File: config.mk
export PLATFORM = sky130hd
export DESIGN_NAME = quoted_word_tokenizer_core
export DESIGN_NICKNAME = d
export VERILOG_FILES = /design/src/hdl/qwt_pkg.sv /design/src/hdl/qwt_tokenizer.sv /design/src/hdl/qwt_result_fifo.sv /design/src/hdl/quoted_word_tokenizer_core.sv
export SDC_FILE = /design/constraint.sdc
export NUM_CORES = 1
export LEC_CHECK = 0
export BUFFER_PORTS_ARGS = -buffer_cell sky130_fd_sc_hd__buf_2
export CAP_MARGIN = 10
export CORE_UTILIZATION = 60
export CTS_CLUSTER_DIAMETER = 30
export DETAILED_ROUTE_END_ITERATION = 8
export PLACE_DENSITY = 0.77
export SETUP_SLACK_MARGIN = 0.15
export SLEW_MARGIN = 30
export SYNTH_ARGS = -nofsm -noshare
export SYNTH_HDL_FRONTEND = slang
export SYNTH_SLANG_ARGS = --single-unit
File: constraint.sdc
create_clock -name clk -period 15.1 [get_ports clk]
set_input_delay 2.265 -clock clk [delete_from_list [all_inputs] [get_ports clk]]
set_output_delay 2.265 -clock clk [all_outputs]
set_load 0.05 [all_outputs]
File: src/hdl/qwt_pkg.sv
// ----------------------------------------------------------------------------
// qwt_pkg
// Shared types and constants of the quoted word tokenizer: character codes,
// result kinds, the result record and the sizes of the result buffer.
// ----------------------------------------------------------------------------
`timescale 1ns / 1ps
`default_nettype none

package qwt_pkg;

	// Default size limits
	localparam int MAX_WORD_LEN_DEF = 32;
	localparam int MAX_WORDS_DEF    = 16;

	// Character codes
	localparam logic [7:0] CH_END   = 8'd0;
	localparam logic [7:0] CH_SPACE = 8'd32;
	localparam logic [7:0] CH_QUOTE = 8'd34;
	localparam logic [7:0] CH_SLASH = 8'd47;
	localparam logic [7:0] CH_UC_A  = 8'd65;
	localparam logic [7:0] CH_UC_Z  = 8'd90;
	localparam logic [7:0] CASE_OFS = 8'd32;

	// Results caused by one character, at most
	localparam int MAX_RESULTS = 3;
	localparam int RES_CNT_W   = 2;

	// Result buffer
	localparam int FIFO_DEPTH = 4;
	localparam int FIFO_PTR_W = 2;
	localparam int FIFO_CNT_W = 3;

	typedef enum logic [1:0] {
		KIND_CHAR = 2'd0,
		KIND_EOW  = 2'd1,
		KIND_EOL  = 2'd2
	} kind_t;

	typedef struct packed {
		kind_t      kind;
		logic [7:0] out_char;
		logic [3:0] word_index;
		logic [4:0] word_count;
		logic       truncated;
		logic       last;
	} res_t;

endpackage

`default_nettype wire

File: src/hdl/qwt_tokenizer.sv
// ----------------------------------------------------------------------------
// qwt_tokenizer
// Tokenizer state and the single-pass step logic: one character in, up to
// three result records out, state updated when the character is consumed.
// ----------------------------------------------------------------------------
`timescale 1ns / 1ps
`default_nettype none

module qwt_tokenizer #(
	parameter int MAX_WORD_LEN = qwt_pkg::MAX_WORD_LEN_DEF,
	parameter int MAX_WORDS    = qwt_pkg::MAX_WORDS_DEF
) (
	input  wire logic                          clk,
	input  wire logic                          arst_n,
	input  wire logic                          fire,
	input  wire logic [7:0]                    ch,
	output qwt_pkg::res_t                      res [qwt_pkg::MAX_RESULTS],
	output logic [qwt_pkg::RES_CNT_W-1:0]      res_cnt
);

	localparam int LenW = $clog2(MAX_WORD_LEN + 1);
	localparam int CntW = $clog2(MAX_WORDS + 1);

	logic            between_q, in_quote_q, held_q, comment_q, ovf_q;
	logic [LenW-1:0] len_q;
	logic [CntW-1:0] words_q;

	logic            between_d, in_quote_d, held_d, comment_d, ovf_d;
	logic [LenW-1:0] len_d;
	logic [CntW-1:0] words_d;

	// Step logic for one character
	always_comb begin
		logic [7:0]                   lc;
		logic                         is_end, do_start, do_add, do_finish, skip;
		logic [qwt_pkg::RES_CNT_W-1:0] n;

		between_d  = between_q;
		in_quote_d = in_quote_q;
		held_d     = held_q;
		comment_d  = comment_q;
		ovf_d      = ovf_q;
		len_d      = len_q;
		words_d    = words_q;
		n          = '0;
		skip       = 1'b0;
		for (int i = 0; i < qwt_pkg::MAX_RESULTS; i++) begin
			res[i] = '0;
		end

		lc = (ch >= qwt_pkg::CH_UC_A && ch <= qwt_pkg::CH_UC_Z) ? ch + qwt_pkg::CASE_OFS : ch;

		is_end    = (ch == qwt_pkg::CH_END);
		do_start  = between_q && !is_end && ch != qwt_pkg::CH_SPACE;
		do_add    = !is_end && ch != qwt_pkg::CH_QUOTE
			&& ((between_q && ch != qwt_pkg::CH_SPACE)
			|| (!between_q && in_quote_q)
			|| (!between_q && !in_quote_q && ch != qwt_pkg::CH_SPACE));
		do_finish = (is_end && !between_q)
			|| (!between_q && in_quote_q && ch == qwt_pkg::CH_QUOTE)
			|| (!between_q && !in_quote_q && ch == qwt_pkg::CH_SPACE);

		// Word start; a word beyond the count limit is dropped whole
		if (do_start) begin
			between_d = 1'b0;
			len_d     = '0;
			held_d    = 1'b0;
			if (!comment_d && words_d >= CntW'(MAX_WORDS)) begin
				ovf_d = 1'b1;
			end
			if (ch == qwt_pkg::CH_QUOTE) begin
				in_quote_d = 1'b1;
			end
		end

		// Word character, with a leading slash held back
		if (do_add && !(comment_d || words_d >= CntW'(MAX_WORDS))) begin
			if (len_d == '0 && lc == qwt_pkg::CH_SLASH) begin
				held_d = 1'b1;
				len_d  = LenW'(1);
			end else begin
				if (held_d) begin
					held_d = 1'b0;
					if (lc == qwt_pkg::CH_SLASH) begin
						comment_d = 1'b1;
						skip      = 1'b1;
					end else begin
						res[n].kind       = qwt_pkg::KIND_CHAR;
						res[n].out_char   = qwt_pkg::CH_SLASH;
						res[n].word_index = 4'(words_d);
						n = n + 1'b1;
					end
				end
				if (!skip) begin
					if (len_d >= LenW'(MAX_WORD_LEN)) begin
						ovf_d = 1'b1;
					end else begin
						res[n].kind       = qwt_pkg::KIND_CHAR;
						res[n].out_char   = lc;
						res[n].word_index = 4'(words_d);
						n = n + 1'b1;
						len_d = len_d + 1'b1;
					end
				end
			end
		end

		// Word end; a lone slash goes out ahead of the end-of-word
		if (do_finish) begin
			between_d  = 1'b1;
			in_quote_d = 1'b0;
			if (!(comment_d || words_d >= CntW'(MAX_WORDS))) begin
				if (held_d) begin
					held_d = 1'b0;
					res[n].kind       = qwt_pkg::KIND_CHAR;
					res[n].out_char   = qwt_pkg::CH_SLASH;
					res[n].word_index = 4'(words_d);
					n = n + 1'b1;
				end
				res[n].kind       = qwt_pkg::KIND_EOW;
				res[n].word_index = 4'(words_d);
				n = n + 1'b1;
				words_d = words_d + 1'b1;
			end
		end

		// End of line: summary, then back to the line-start state
		if (is_end) begin
			res[n].kind       = qwt_pkg::KIND_EOL;
			res[n].word_count = 5'(words_d);
			res[n].truncated  = ovf_d;
			n = n + 1'b1;
			between_d  = 1'b1;
			in_quote_d = 1'b0;
			held_d     = 1'b0;
			comment_d  = 1'b0;
			ovf_d      = 1'b0;
			len_d      = '0;
			words_d    = '0;
		end

		// Mark the final result of this character
		for (int i = 0; i < qwt_pkg::MAX_RESULTS; i++) begin
			res[i].last = (n != '0) && (qwt_pkg::RES_CNT_W'(i) == n - 1'b1);
		end
		res_cnt = n;
	end

	// State registers
	always_ff @(posedge clk or negedge arst_n) begin
		if (!arst_n) begin
			between_q  <= 1'b1;
			in_quote_q <= 1'b0;
			held_q     <= 1'b0;
			comment_q  <= 1'b0;
			ovf_q      <= 1'b0;
			len_q      <= '0;
			words_q    <= '0;
		end else if (fire) begin
			between_q  <= between_d;
			in_quote_q <= in_quote_d;
			held_q     <= held_d;
			comment_q  <= comment_d;
			ovf_q      <= ovf_d;
			len_q      <= len_d;
			words_q    <= words_d;
		end
	end

endmodule

`default_nettype wire

File: src/hdl/qwt_result_fifo.sv
// ----------------------------------------------------------------------------
// qwt_result_fifo
// Four-entry result buffer: takes up to three records in a cycle, hands out
// one per transaction on the output channel.
// ----------------------------------------------------------------------------
`timescale 1ns / 1ps
`default_nettype none

module qwt_result_fifo (
	input  wire logic                          clk,
	input  wire logic                          arst_n,
	input  wire qwt_pkg::res_t                 push_res [qwt_pkg::MAX_RESULTS],
	input  wire logic [qwt_pkg::RES_CNT_W-1:0] push_cnt,
	output logic                               room,
	output logic                               out_valid,
	input  wire logic                          out_stall,
	output qwt_pkg::res_t                      head
);

	qwt_pkg::res_t                   mem_q [qwt_pkg::FIFO_DEPTH];
	logic [qwt_pkg::FIFO_PTR_W-1:0] wr_q, rd_q;
	logic [qwt_pkg::FIFO_CNT_W-1:0] count_q;
	logic                            pop;

	// Status
	assign room      = count_q <= qwt_pkg::FIFO_CNT_W'(qwt_pkg::FIFO_DEPTH - qwt_pkg::MAX_RESULTS);
	assign out_valid = count_q != '0;
	assign pop       = out_valid && !out_stall;
	assign head      = mem_q[rd_q];

	// Storage
	always_ff @(posedge clk) begin
		for (int i = 0; i < qwt_pkg::MAX_RESULTS; i++) begin
			if (qwt_pkg::RES_CNT_W'(i) < push_cnt) begin
				mem_q[wr_q + qwt_pkg::FIFO_PTR_W'(i)] <= push_res[i];
			end
		end
	end

	// Pointers and fill count
	always_ff @(posedge clk or negedge arst_n) begin
		if (!arst_n) begin
			wr_q    <= '0;
			rd_q    <= '0;
			count_q <= '0;
		end else begin
			wr_q    <= wr_q + qwt_pkg::FIFO_PTR_W'(push_cnt);
			rd_q    <= rd_q + qwt_pkg::FIFO_PTR_W'(pop);
			count_q <= count_q + qwt_pkg::FIFO_CNT_W'(push_cnt)
				- qwt_pkg::FIFO_CNT_W'(pop);
		end
	end

endmodule

`default_nettype wire

File: src/hdl/quoted_word_tokenizer_core.sv
// ----------------------------------------------------------------------------
// quoted_word_tokenizer_core
// Splits a zero-terminated line of characters into words and streams each
// word out as character records followed by an end-of-word record.
// ----------------------------------------------------------------------------
// Usage:
//   Input channel (in_valid, in_stall, ch) carries one character per
//   transaction; a zero byte ends the line. Output channel (out_valid,
//   out_stall, kind, out_char, word_index, word_count, truncated, last)
//   carries one result record per transaction; last marks the final record
//   caused by a character, which may cause none, one, two or three.
//   A character is registered on acceptance and processed once the result
//   buffer has room. Throughput is one character per cycle while in_stall
//   is low. A character that causes two or three results occupies the
//   four-entry result buffer, which drains one record per cycle while
//   out_stall is low; in_stall is high while a character waits in the input
//   register and the buffer holds more than one record.
//   While out_stall is high the head record holds steady and the buffer
//   fills, then in_stall rises.
//   Reset (arst_n low) empties the buffer and returns the tokenizer to the
//   start of a line with no words counted.
// ----------------------------------------------------------------------------
`timescale 1ns / 1ps
`default_nettype none

module quoted_word_tokenizer_core #(
	parameter int MAX_WORD_LEN = qwt_pkg::MAX_WORD_LEN_DEF,
	parameter int MAX_WORDS    = qwt_pkg::MAX_WORDS_DEF
) (
	input  wire logic       clk,
	input  wire logic       arst_n,
	input  wire logic       in_valid,
	output logic            in_stall,
	input  wire logic [7:0] ch,
	output logic            out_valid,
	input  wire logic       out_stall,
	output logic [1:0]      kind,
	output logic [7:0]      out_char,
	output logic [3:0]      word_index,
	output logic [4:0]      word_count,
	output logic            truncated,
	output logic            last
);

	logic                          valid_s1;
	logic [7:0]                    ch_s1;
	logic                          room, fire, accept;
	qwt_pkg::res_t                 res [qwt_pkg::MAX_RESULTS];
	logic [qwt_pkg::RES_CNT_W-1:0] res_cnt;
	qwt_pkg::res_t                 head;

	// Input register handshake
	assign fire     = valid_s1 && room;
	assign in_stall = valid_s1 && !room;
	assign accept   = in_valid && !in_stall;

	always_ff @(posedge clk or negedge arst_n) begin
		if (!arst_n) begin
			valid_s1 <= 1'b0;
		end else if (accept) begin
			valid_s1 <= 1'b1;
		end else if (fire) begin
			valid_s1 <= 1'b0;
		end
	end

	always_ff @(posedge clk) begin
		if (accept) begin
			ch_s1 <= ch;
		end
	end

	// Tokenizer step
	qwt_tokenizer #(
		.MAX_WORD_LEN(MAX_WORD_LEN),
		.MAX_WORDS   (MAX_WORDS)
	) u_tokenizer (
		.clk    (clk),
		.arst_n (arst_n),
		.fire   (fire),
		.ch     (ch_s1),
		.res    (res),
		.res_cnt(res_cnt)
	);

	// Result buffer; nothing is pushed unless the step fires
	qwt_result_fifo u_fifo (
		.clk      (clk),
		.arst_n   (arst_n),
		.push_res (res),
		.push_cnt (fire ? res_cnt : '0),
		.room     (room),
		.out_valid(out_valid),
		.out_stall(out_stall),
		.head     (head)
	);

	// Output fields
	assign kind       = head.kind;
	assign out_char   = head.out_char;
	assign word_index = head.word_index;
	assign word_count = head.word_count;
	assign truncated  = head.truncated;
	assign last       = head.last;

endmodule

`default_nettype wire

==> flow_summary.yaml, run 1 <==
detailed_routing:
  post_drt_via_cell_ratio: 6.85
  wl_per_cell_um: 22.8
  vias: 5636
  postRouteAntennaNets: 0
  drcViolationCount: 0
  drt_wl_total_um: 18800
  first_pass_iters: 5
  drt-initial-drc-count: 444
clock_tree:
  cts_tree: "built"
  htree_num_levels: 4
  clkSinkCount: 116
  postCtsHoldBufs: 0
  cts.path.max_buffers: 2
  clk_latency_ps: 430
  clk_pin_slew_ps: 60
  cts_root_buf: "clkbuf_16"
  cts_setup_buffers: 0
  post_cts_resized: 0
  numCtsBuffers: 17
synthesis:
  ys_top_cells_by_count: "edfxtp_1 (92), mux2i_1 (88), nand2_1 (43)"
  syn_nets: 647
  synthCells: 615
  yosysSeqAreaShare: 0.450
  synth_cell_types: 82
  synth_area_leader_cell: "edfxtp_1"
  synthFlopType: "edfxtp_1"
  synth_most_common_cell: "edfxtp_1"
  synth_top_family_by_area: "compound AO/OA/AOI/OAI gates"
  synth_compound_area_frac: 0.183
  synth.avg_cell_area_sq_um: 12.1
  synth_edf_count: 92
  synth_fa_ha_area_frac: 0.0345
  ys_seq_elements: 116
  yosys_warnings: 0
  synthTopCellsByArea: "edfxtp_1 (37%), mux2i_1 (12%), dfrtp_1 (7.7%), mux4_2 (6.3%), ha_1 (3.2%)"
  syn_area_sq_mm: 0.00747
  synth-simple-area-share: 0.100
  synth_xor_area_frac: 0.00938
  synth_top_cell_area_share: 0.370
  synthMuxAreaShare: 0.181
  async_flop_share: 0.207
finish:
  fillers: 872
  area_delta_synth_final_pct: 11.2
  regArea_sq_mm: 0.00337
  multiInputGateArea_sq_mm: 0.00382
  layout.nets: 674
  layoutNonFillerInstCount: 823
  antennaDiodeCount: 0
  layout-drive-gt1-share: 0.214
die:
  start_util: 0.619
  die_x_um: 114
  num_rows: 40
  io_pins: 35
  core_sq_mm: 0.0121
  dieArea_sq_mm: 0.0129
  die_y_um: 114
power_and_ir_drop:
  p_int_mw: 0.845
  sw_frac_of_total: 0.403
  p_leak_nw: 3.30
  pwr-share-seq: 0.343
  ir_worst_vdd_mv: 0.123
  net-switching-power_mw: 0.571
  comb_power_share: 0.377
  power.density_mw_per_mm2: 171
  clock_power_share: 0.280
grt:
  met2_usage: 0.516
  overflow: 0
  grt_util_met3: 0.0792
  gr-usage-all-layers: 0.314
  grt_max_degree: 26
  use_met1: 0.385
  grt.busiest_layer: "met2"
  antenna_found_initial: 0
  grt_pass1_vias: 5752
  grt_pass1_wl_um: 30200
sta:
  hold_viol_final: 0
  slew_violations: 0
  fin_skew_ps: 7.49
  setup_violations: 0
  slew_headroom: 0.424
  setup_tns_ps: 0
  fmax_mhz: 146
  rsz0062_at_grt: "no"
  min_period_ps: 6860
  tightest_slew_ps: 858
  min_period_over_period: 0.454
worst_setup_path:
  slowest_stage: "or4_4"
  cpMostUsedCell: "ha_1"
  startpoint: "ch_s1[4]"
  crit_type: "reg -> reg"
  critPathMaxStageDelay_ps: 680
  crit_required_ps: 15230
  crit_path_end_kind: "register"
  crit_path_start_kind: "register"
  arrival_ps: 6990
  reg2reg_from: "ch_s1[4]"
  path_cells: "or4_4 > o21ai_2 > nand2_1 > ha_1 > and2_2 > o21ai_0 > o211ai_1 > a21oi_1 > nand2_1 > ha_1 > a21oi_1 > ha_1 > and3_2 > or2_2 > ha_1 > nor2_4 > a21o_1 > o21ai_4 > mux2i_1 > a221oi_1"
  crit_fanout: 14
placed_design:
  globalplace.congestion: 0.964
  io_buffer_count: 34
  placed_cells: 791
  dpl.hpwl_um: 12800
hold_path:
  hold_path_startpoint: "u_fifo.rd_q[0]"
  min_path_type: "reg -> reg"
run_status:
  status: "finished clean"
job:
  drv_cap: 0
## kinds of logic (layout without fill, tap and decap cells)
logic type	after synthesis	count (layout)
buf+inv	58	98
simple gates	137	137
flops	116	116
xor+xnor	8	8
mux	109	109
compound gates	167	167
fa+ha+maj	20	20
## metal layers
layer	wire (um)	vias to the layer above
li1	-	2503
met1	7400	2780
met2	9200	295
met3	1530	58
met4	660	0
met5	0	-
## registers in the layout, indices dropped and copies added (netlist names)
| signal | flops |
|---|---|
| u_tokenizer.between_q | 1 |
| u_tokenizer.held_q | 1 |
| u_tokenizer.comment_q | 1 |
| ch_s1 | 8 |
| u_tokenizer.len_q | 6 |
| u_fifo.wr_q | 2 |
| u_tokenizer.ovf_q | 1 |
| u_tokenizer.in_quote_q | 1 |
| u_fifo.count_q | 3 |
| valid_s1 | 1 |
| u_fifo.rd_q | 2 |
| u_tokenizer.words_q | 5 |
| u_fifo.mem_q | 84 |
## worst max-delay path, delay by kind of cell (launching register included)
family	cells	cell delay (ps)
compound gates	8	2410
fa+ha+maj	4	1160
flops	1	490
mux	1	660
simple gates	7	1830
## layout make-up
cell class,count,area share
Tap cell,168,0.0253
Clock inverter,15,0.0188
Clock buffer,17,0.0512
Multi-Input combinational cell,441,0.460
Timing Repair Buffer,41,0.0273
Sequential cell,116,0.405
Inverter,25,0.0122
## final timing paths
path                                   endpoint  slack, ps  cells after the start
setup / recovery             u_fifo.mem_q[2][1]       8240                     20
hold / removal                   u_fifo.rd_q[0]        500                      1
setup reg to reg             u_fifo.mem_q[2][1]       8240                     20
hold reg to reg                  u_fifo.rd_q[0]        500                      1
max in group asynchronous        u_fifo.rd_q[1]      12800                      1
min in group asynchronous  u_tokenizer.len_q[3]       1850                      1
## per-stage QoR
stage                     setup slack [ps]  utilization  total power, mW  instance area, sq um  hold WS (ps)
after CTS                             8350        0.688             1.42                  8300           509
final                                 8240        0.688             1.42                  8300           503
after detailed placement              8380        0.640             1.02                  7720           497
after floorplan                       8170            -            0.893                  7470           470
after global placement                8420        0.639             1.00                  7700           486
after global routing                  7780        0.688             1.48                  8300           535
## power by group through the flow
stage                     clock (mW)  sequential [mW]  combinational, mW
after floorplan                    0            0.457              0.436
after global placement             0            0.485              0.518
after detailed placement           0            0.490              0.532
after CTS                      0.398            0.485              0.534
after global routing           0.410            0.493              0.572
final                          0.396            0.486              0.534
## cells in the final DEF, fill, tap and decap left out, types with 7 or more instances in the layout
| cell type | synthesis | final |
|---|---|---|
| buf_2 | 4 | 34 |
| mux2i_1 | 88 | 88 |
| nor2_1 | 15 | 15 |
| ha_1 | 19 | 19 |
| and3_1 | 7 | 7 |
| a21oi_1 | 28 | 28 |
| mux4_2 | 21 | 21 |
| nor3_1 | 15 | 15 |
| clkbuf_16 | 0 | 17 |
| edfxtp_1 | 92 | 92 |
| o21ai_0 | 20 | 20 |
| dfrtp_1 | 23 | 22 |
| a211oi_1 | 15 | 13 |
| a32o_1 | 7 | 7 |
| inv_1 | 24 | 24 |
| nand3_1 | 8 | 8 |
| nand2_1 | 43 | 41 |
| a221oi_1 | 22 | 22 |
(Power assumes the default switching activity.)
==> inputs of run 2 (changes only) <==
==> constraint.sdc (replaced) <==
create_clock -name clk -period 7.04 [get_ports clk]
set_input_delay 1.056 -clock clk [delete_from_list [all_inputs] [get_ports clk]]
set_output_delay 1.056 -clock clk [all_outputs]
set_load 0.05 [all_outputs]
==> run 2 against run 1 <==
  * Worst setup slack got worse by 7600 ps
  * Sequential cell count did not move
  * Clock power up 94%
  * First-iteration DRC count increased by 39%
  * Worst hold slack got worse by 5.0 ps
  * Sequential power up 110%
  * Largest cell class unchanged
  * Highest routed layer unchanged
==> flow_summary.yaml, run 2 (synthesis results as in run 1) <==
detailed_routing:
  wl_per_cell_um: 22.3
  vias: 5606
  post_drt_via_cell_ratio: 6.71
  first_pass_iters: 5
  drcViolationCount: 0
  drt-initial-drc-count: 616
  postRouteAntennaNets: 0
  drt_wl_total_um: 18700
clock_tree:
  clk_pin_slew_ps: 60
  clkSinkCount: 116
  cts_root_buf: "clkbuf_16"
  cts_tree: "built"
  htree_num_levels: 4
  cts.path.max_buffers: 2
  numCtsBuffers: 17
  clk_latency_ps: 420
worst_setup_path:
  crit_fanout: 12
  worstRegToRegCells: 21
  r2r-end: "u_fifo.mem_q[0][13]"
  crit_path_end_kind: "register"
  crit_required_ps: 7170
  r2r_slack_ps: 620
  arrival_ps: 6550
  crit_path_start_kind: "register"
  setup.worst_path.end: "u_fifo.mem_q[0][13]"
  startpoint: "ch_s1[4]"
  crit_type: "reg -> reg"
  reg2reg_from: "ch_s1[4]"
die:
  io_pins: 35
  die_y_um: 114
  core_sq_mm: 0.0121
  num_rows: 40
  die_x_um: 114
  dieArea_sq_mm: 0.0129
  start_util: 0.619
placed_design:
  dpl_worst_slack_ps: 501
  dpl.hpwl_um: 13100
  globalplace.congestion: 0.982
  io_buffer_count: 34
sta:
  hold_viol_final: 0
  min_period_ps: 6420
  setup_tns_ps: 0
  fmax_mhz: 156
  fin_skew_ps: 5.58
  tightest_slew_ps: 870
  holdWs_ps: 498
  fin_ws_ps: 620
  rsz0062_at_grt: "no"
  setup_violations: 0
  min_period_over_period: 0.912
  slew_headroom: 0.416
  slew_violations: 0
power_and_ir_drop:
  total_power_mw: 2.97
  p_leak_nw: 3.33
  clock_power_share: 0.258
  ir_worst_vdd_mv: 0.343
  power.density_mw_per_mm2: 355
  net-switching-power_mw: 1.22
  p_int_mw: 1.75
  sw_frac_of_total: 0.410
  pwr-share-seq: 0.346
  comb_power_share: 0.396
finish:
  largest_register_ffs: 84
  layout.nets: 686
  final_common_cell: "edfxtp_1"
  reg.largest.list: "u_fifo.mem_q: 84 flops, ch_s1: 8 flops, u_tokenizer.len_q: 6 flops"
  fillers: 887
  regArea_sq_mm: 0.00337
  antennaDiodeCount: 0
  multiInputGateArea_sq_mm: 0.00383
  top_register: "u_fifo.mem_q"
  layout_common_cells: "edfxtp_1 (92), mux2i_1 (84), nand2_1 (43), buf_2 (34), a21oi_1 (27)"
  layout-drive-gt1-share: 0.234
  area_delta_synth_final_pct: 12.0
grt:
  grt_max_degree: 26
  grt_pass1_wl_um: 29700
  grt_pass1_vias: 5604
  overflow: 0
  grt_util_met3: 0.0680
  use_met1: 0.396
  antenna_found_initial: 0
  grt.busiest_layer: "met2"
  gr-usage-all-layers: 0.306
  met2_usage: 0.501
hold_path:
  min_path_type: "reg -> reg"
job:
  drv_cap: 0
run_status:
  status: "finished clean"
run 2: worst min-delay path by stage:
stage / from / endpoint / depth (start not counted)
final: u_fifo.count_q[0] / u_fifo.count_q[0] / 1
after global routing: u_fifo.count_q[0] / u_fifo.count_q[0] / 1
after CTS: u_fifo.count_q[0] / u_fifo.count_q[0] / 1
after detailed placement: u_fifo.count_q[0] / u_fifo.count_q[0] / 1
after global placement: u_fifo.count_q[0] / u_fifo.count_q[0] / 1
after floorplan: u_fifo.count_q[0] / u_fifo.count_q[0] / 1
run 2: worst max-delay path: stages, from the launching register on:
cell      delay, ps
edfxtp_1        480
or4_4           680
o21ai_2         410
nand2_1         160
ha_1            230
and2_2          190
o21ai_0         200
o211ai_1        190
a21oi_2         280
nand2_1         170
ha_1            320
a21oi_1         250
ha_1            290
and3_2          240
or2_2           290
ha_1            330
nor2_4          170
a21oi_1          90
a21oi_1         430
buf_4           330
mux2i_1         270
mux2i_1         110
run 2: timing repair:
| item | CTS | global route |
|---|---|---|
| setup buffers | 0 | 3 |
| setup endpoints to repair | 0 | 64 |
| hold buffers | 0 | 0 |
| gates resized for setup | 0 | 6 |
run 2: layout make-up:
cell class / count / share of cell area
clock inverter: 15 / 0.0133
multi-input combinational: 441 / 0.458
timing repair buffer: 53 / 0.0378
tap: 168 / 0.0251
sequential: 116 / 0.402
clock buffer: 17 / 0.0509
inverter: 25 / 0.0121
run 2: per-layer routing:
layer  vias to the layer above  share of wire
met5                         -              0
met2                       257           0.49
met3                        39          0.072
li1                       2538              -
met4                         0          0.024
met1                      2772           0.41
run 2: metrics by stage:
step / area (sq um) / instances / utilization
after floorplan: 7470 / 615 / -
after global placement: 7770 / 799 / 0.644
after detailed placement: 7780 / 800 / 0.645
after CTS: 8320 / 832 / 0.690
after global routing: 8370 / 835 / 0.694
final: 8370 / 835 / 0.694
run 2: power groups by stage:
stage,clock [mW],combinational [mW],sequential (mW)
after floorplan,0,0.935,0.981
after global placement,0,1.14,1.03
after detailed placement,0,1.16,1.04
after CTS,0.777,1.17,1.03
after global routing,0.803,1.26,1.05
final,0.767,1.18,1.03
==> inputs of run 3 (changes only) <==
--- a/config.mk
+++ b/config.mk
@@ -7,6 +7,7 @@
 export LEC_CHECK = 0
 export BUFFER_PORTS_ARGS = -buffer_cell sky130_fd_sc_hd__buf_2
 export CAP_MARGIN = 10
+export CORE_MARGIN = 4
 export CORE_UTILIZATION = 60
 export CTS_CLUSTER_DIAMETER = 30
 export DETAILED_ROUTE_END_ITERATION = 8
==> run 3 against run 2 <==
  * Register-to-register slack got worse by 150 ps
  * Highest routed layer unchanged
  * Sequential power is essentially flat
  * Die area increased by 11%
  * Routed wire length up 2.3%
  * Clock power rose by 13%
  * Via count rose by 0.43%
  * Sequential cell count unchanged
  * Largest cell class unchanged
  * Critical endpoint is now u_fifo.mem_q[2][10]
  * Non-clock buffer count down 1
==> flow_summary.yaml, run 3 (synthesis results as in run 1) <==
finish:
  layout.nets: 685
  fillers: 874
  final_common_cell: "edfxtp_1"
  antennaDiodeCount: 0
  top_register: "u_fifo.mem_q"
  layout_common_cells: "edfxtp_1 (92), mux2i_1 (86), nand2_1 (43), buf_2 (34), a21oi_1 (28)"
  reg.largest.list: "u_fifo.mem_q: 84 flops, ch_s1: 8 flops, u_tokenizer.len_q: 6 flops"
  largest_register_ffs: 84
  layout-drive-gt1-share: 0.228
  area_delta_synth_final_pct: 12.5
worst_setup_path:
  worstRegToRegCells: 21
  crit_required_ps: 7200
  crit_path_start_kind: "register"
  crit_fanout: 15
  crit_path_end_kind: "register"
  arrival_ps: 6730
  crit_type: "reg -> reg"
  r2r_slack_ps: 470
  r2r-end: "u_fifo.mem_q[2][10]"
  reg2reg_from: "ch_s1[4]"
hold_path:
  hold_path_startpoint: "u_fifo.count_q[0]"
  min_path_type: "reg -> reg"
  whs_endpoint: "u_fifo.count_q[0]"
  hold-path-cell-count: 1
job:
  drv_cap: 0
detailed_routing:
  vias: 5630
  drcViolationCount: 0
  first_pass_iters: 5
  drt-initial-drc-count: 632
  drt_wl_total_um: 19100
  post_drt_via_cell_ratio: 6.75
  wl_per_cell_um: 22.9
  postRouteAntennaNets: 0
sta:
  setup_tns_ps: 0
  slew_violations: 0
  tightest_slew_ps: 879
  min_period_ps: 6570
  hold_viol_final: 0
  setup_violations: 0
  fmax_mhz: 152
  slew_headroom: 0.409
  fin_skew_ps: 6.70
  min_period_over_period: 0.933
  fin_ws_ps: 470
  rsz0062_at_grt: "no"
grt:
  grt_pass1_vias: 5636
  gr-usage-all-layers: 0.274
  grt_pass1_wl_um: 30500
  antenna_found_initial: 0
  grt_max_degree: 26
  overflow: 0
clock_tree:
  htree_num_levels: 4
  numCtsBuffers: 17
  clkSinkCount: 116
  cts_tree: "built"
  cts_root_buf: "clkbuf_16"
  clk_latency_ps: 420
  cts.path.max_buffers: 2
  clk_pin_slew_ps: 60
die:
  io_pins: 35
  num_rows: 40
  core_sq_mm: 0.0121
  die_y_um: 120
  die_x_um: 120
  start_util: 0.617
  dieArea_sq_mm: 0.0143
power_and_ir_drop:
  power.density_mw_per_mm2: 366
  p_leak_nw: 3.37
  ir_worst_vdd_mv: 0.293
run_status:
  status: "finished clean"
placed_design:
  dpl_worst_slack_ps: 290
  io_buffer_count: 34
  globalplace.congestion: 0.941
  dpl.hpwl_um: 13200
[run 3: cell count changes in the layout (fill, tap and decap cells not counted), moves of 2 or more]
cell | previous run | this run
inv_6 | 1 | 4
clkinv_4 | 5 | 3
inv_8 | 1 | 3
clkinvlp_4 | 6 | 3
mux2i_1 | 84 | 86
bufinv_16 | 0 | 2
mux2i_2 | 4 | 2
[run 3: power breakdown]
| group | total [mW] | internal [mW] | switching [mW] |
|---|---|---|---|
| clock | 0.868 | 0.530 | 0.338 |
| sequential | 1.03 | 0.916 | 0.116 |
| combinational | 1.18 | 0.387 | 0.789 |
| total | 3.08 | 1.83 | 1.24 |
[run 3: critical path, stage by stage (launching register included)]
cell and delay (ps):
edfxtp_1 510, or4_4 680, o21ai_2 420, nand2_1 180, ha_1 240, and2_2 210
o21ai_0 210, o211ai_1 170, a21oi_1 230, nand2_1 160, ha_1 330, a21oi_1 260
ha_1 280, and3_2 240, or2_2 300, ha_1 320, nor2_4 60, a21oi_1 200
nand2_1 270, o31ai_1 700, a211oi_4 90, buf_4 260
[run 3: worst max path at each step]
stage / end / startpoint / slack (ps) / depth (start not counted)
floorplan: u_fifo.mem_q[0][0] / ch_s1[6] / 110 / 23
global placement: u_fifo.mem_q[2][16] / ch_s1[4] / 640 / 21
detailed placement: u_fifo.mem_q[2][14] / ch_s1[4] / 290 / 21
CTS: u_fifo.mem_q[2][10] / ch_s1[4] / 250 / 21
global route: u_fifo.mem_q[2][10] / ch_s1[4] / 150 / 21
finish: u_fifo.mem_q[2][10] / ch_s1[4] / 470 / 21
[run 3: timing repair]
action	CTS	global route
hold buffers	0	0
resized for setup	0	3
setup buffers	0	3
setup endpoints to repair	0	43
[run 3: metrics by stage]
step	cells	instance area (sq um)	util	total power, mW	hold slack (ps)
global route	834	8410	0.694	3.21	523
finish	834	8410	0.694	3.08	496
detailed placement	799	7770	0.642	2.20	492
global placement	799	7770	0.642	2.17	481
CTS	831	8370	0.691	3.07	506
floorplan	615	7470	-	1.92	470
[run 3: final cells by class]
| type | instances | area, sq um | share of cell area |
|---|---|---|---|
| Multi-Input combinational cell | 441 | 3830 | 0.455 |
| Sequential cell | 116 | 3370 | 0.400 |
| Timing Repair Buffer | 52 | 305 | 0.0363 |
| Clock inverter | 15 | 171 | 0.0204 |
| Inverter | 25 | 101 | 0.0121 |
| Clock buffer | 17 | 425 | 0.0506 |
| Tap cell | 168 | 210 | 0.0250 |
[run 3: routing by layer]
metal | wire [um] | global-route usage | vias to the layer above
met5 | 0 | 0 | -
met4 | 487 | 0.104 | 0
met3 | 1420 | 0.0646 | 46
met2 | 9530 | 0.459 | 273
met1 | 7650 | 0.347 | 2788
li1 | - | - | 2523
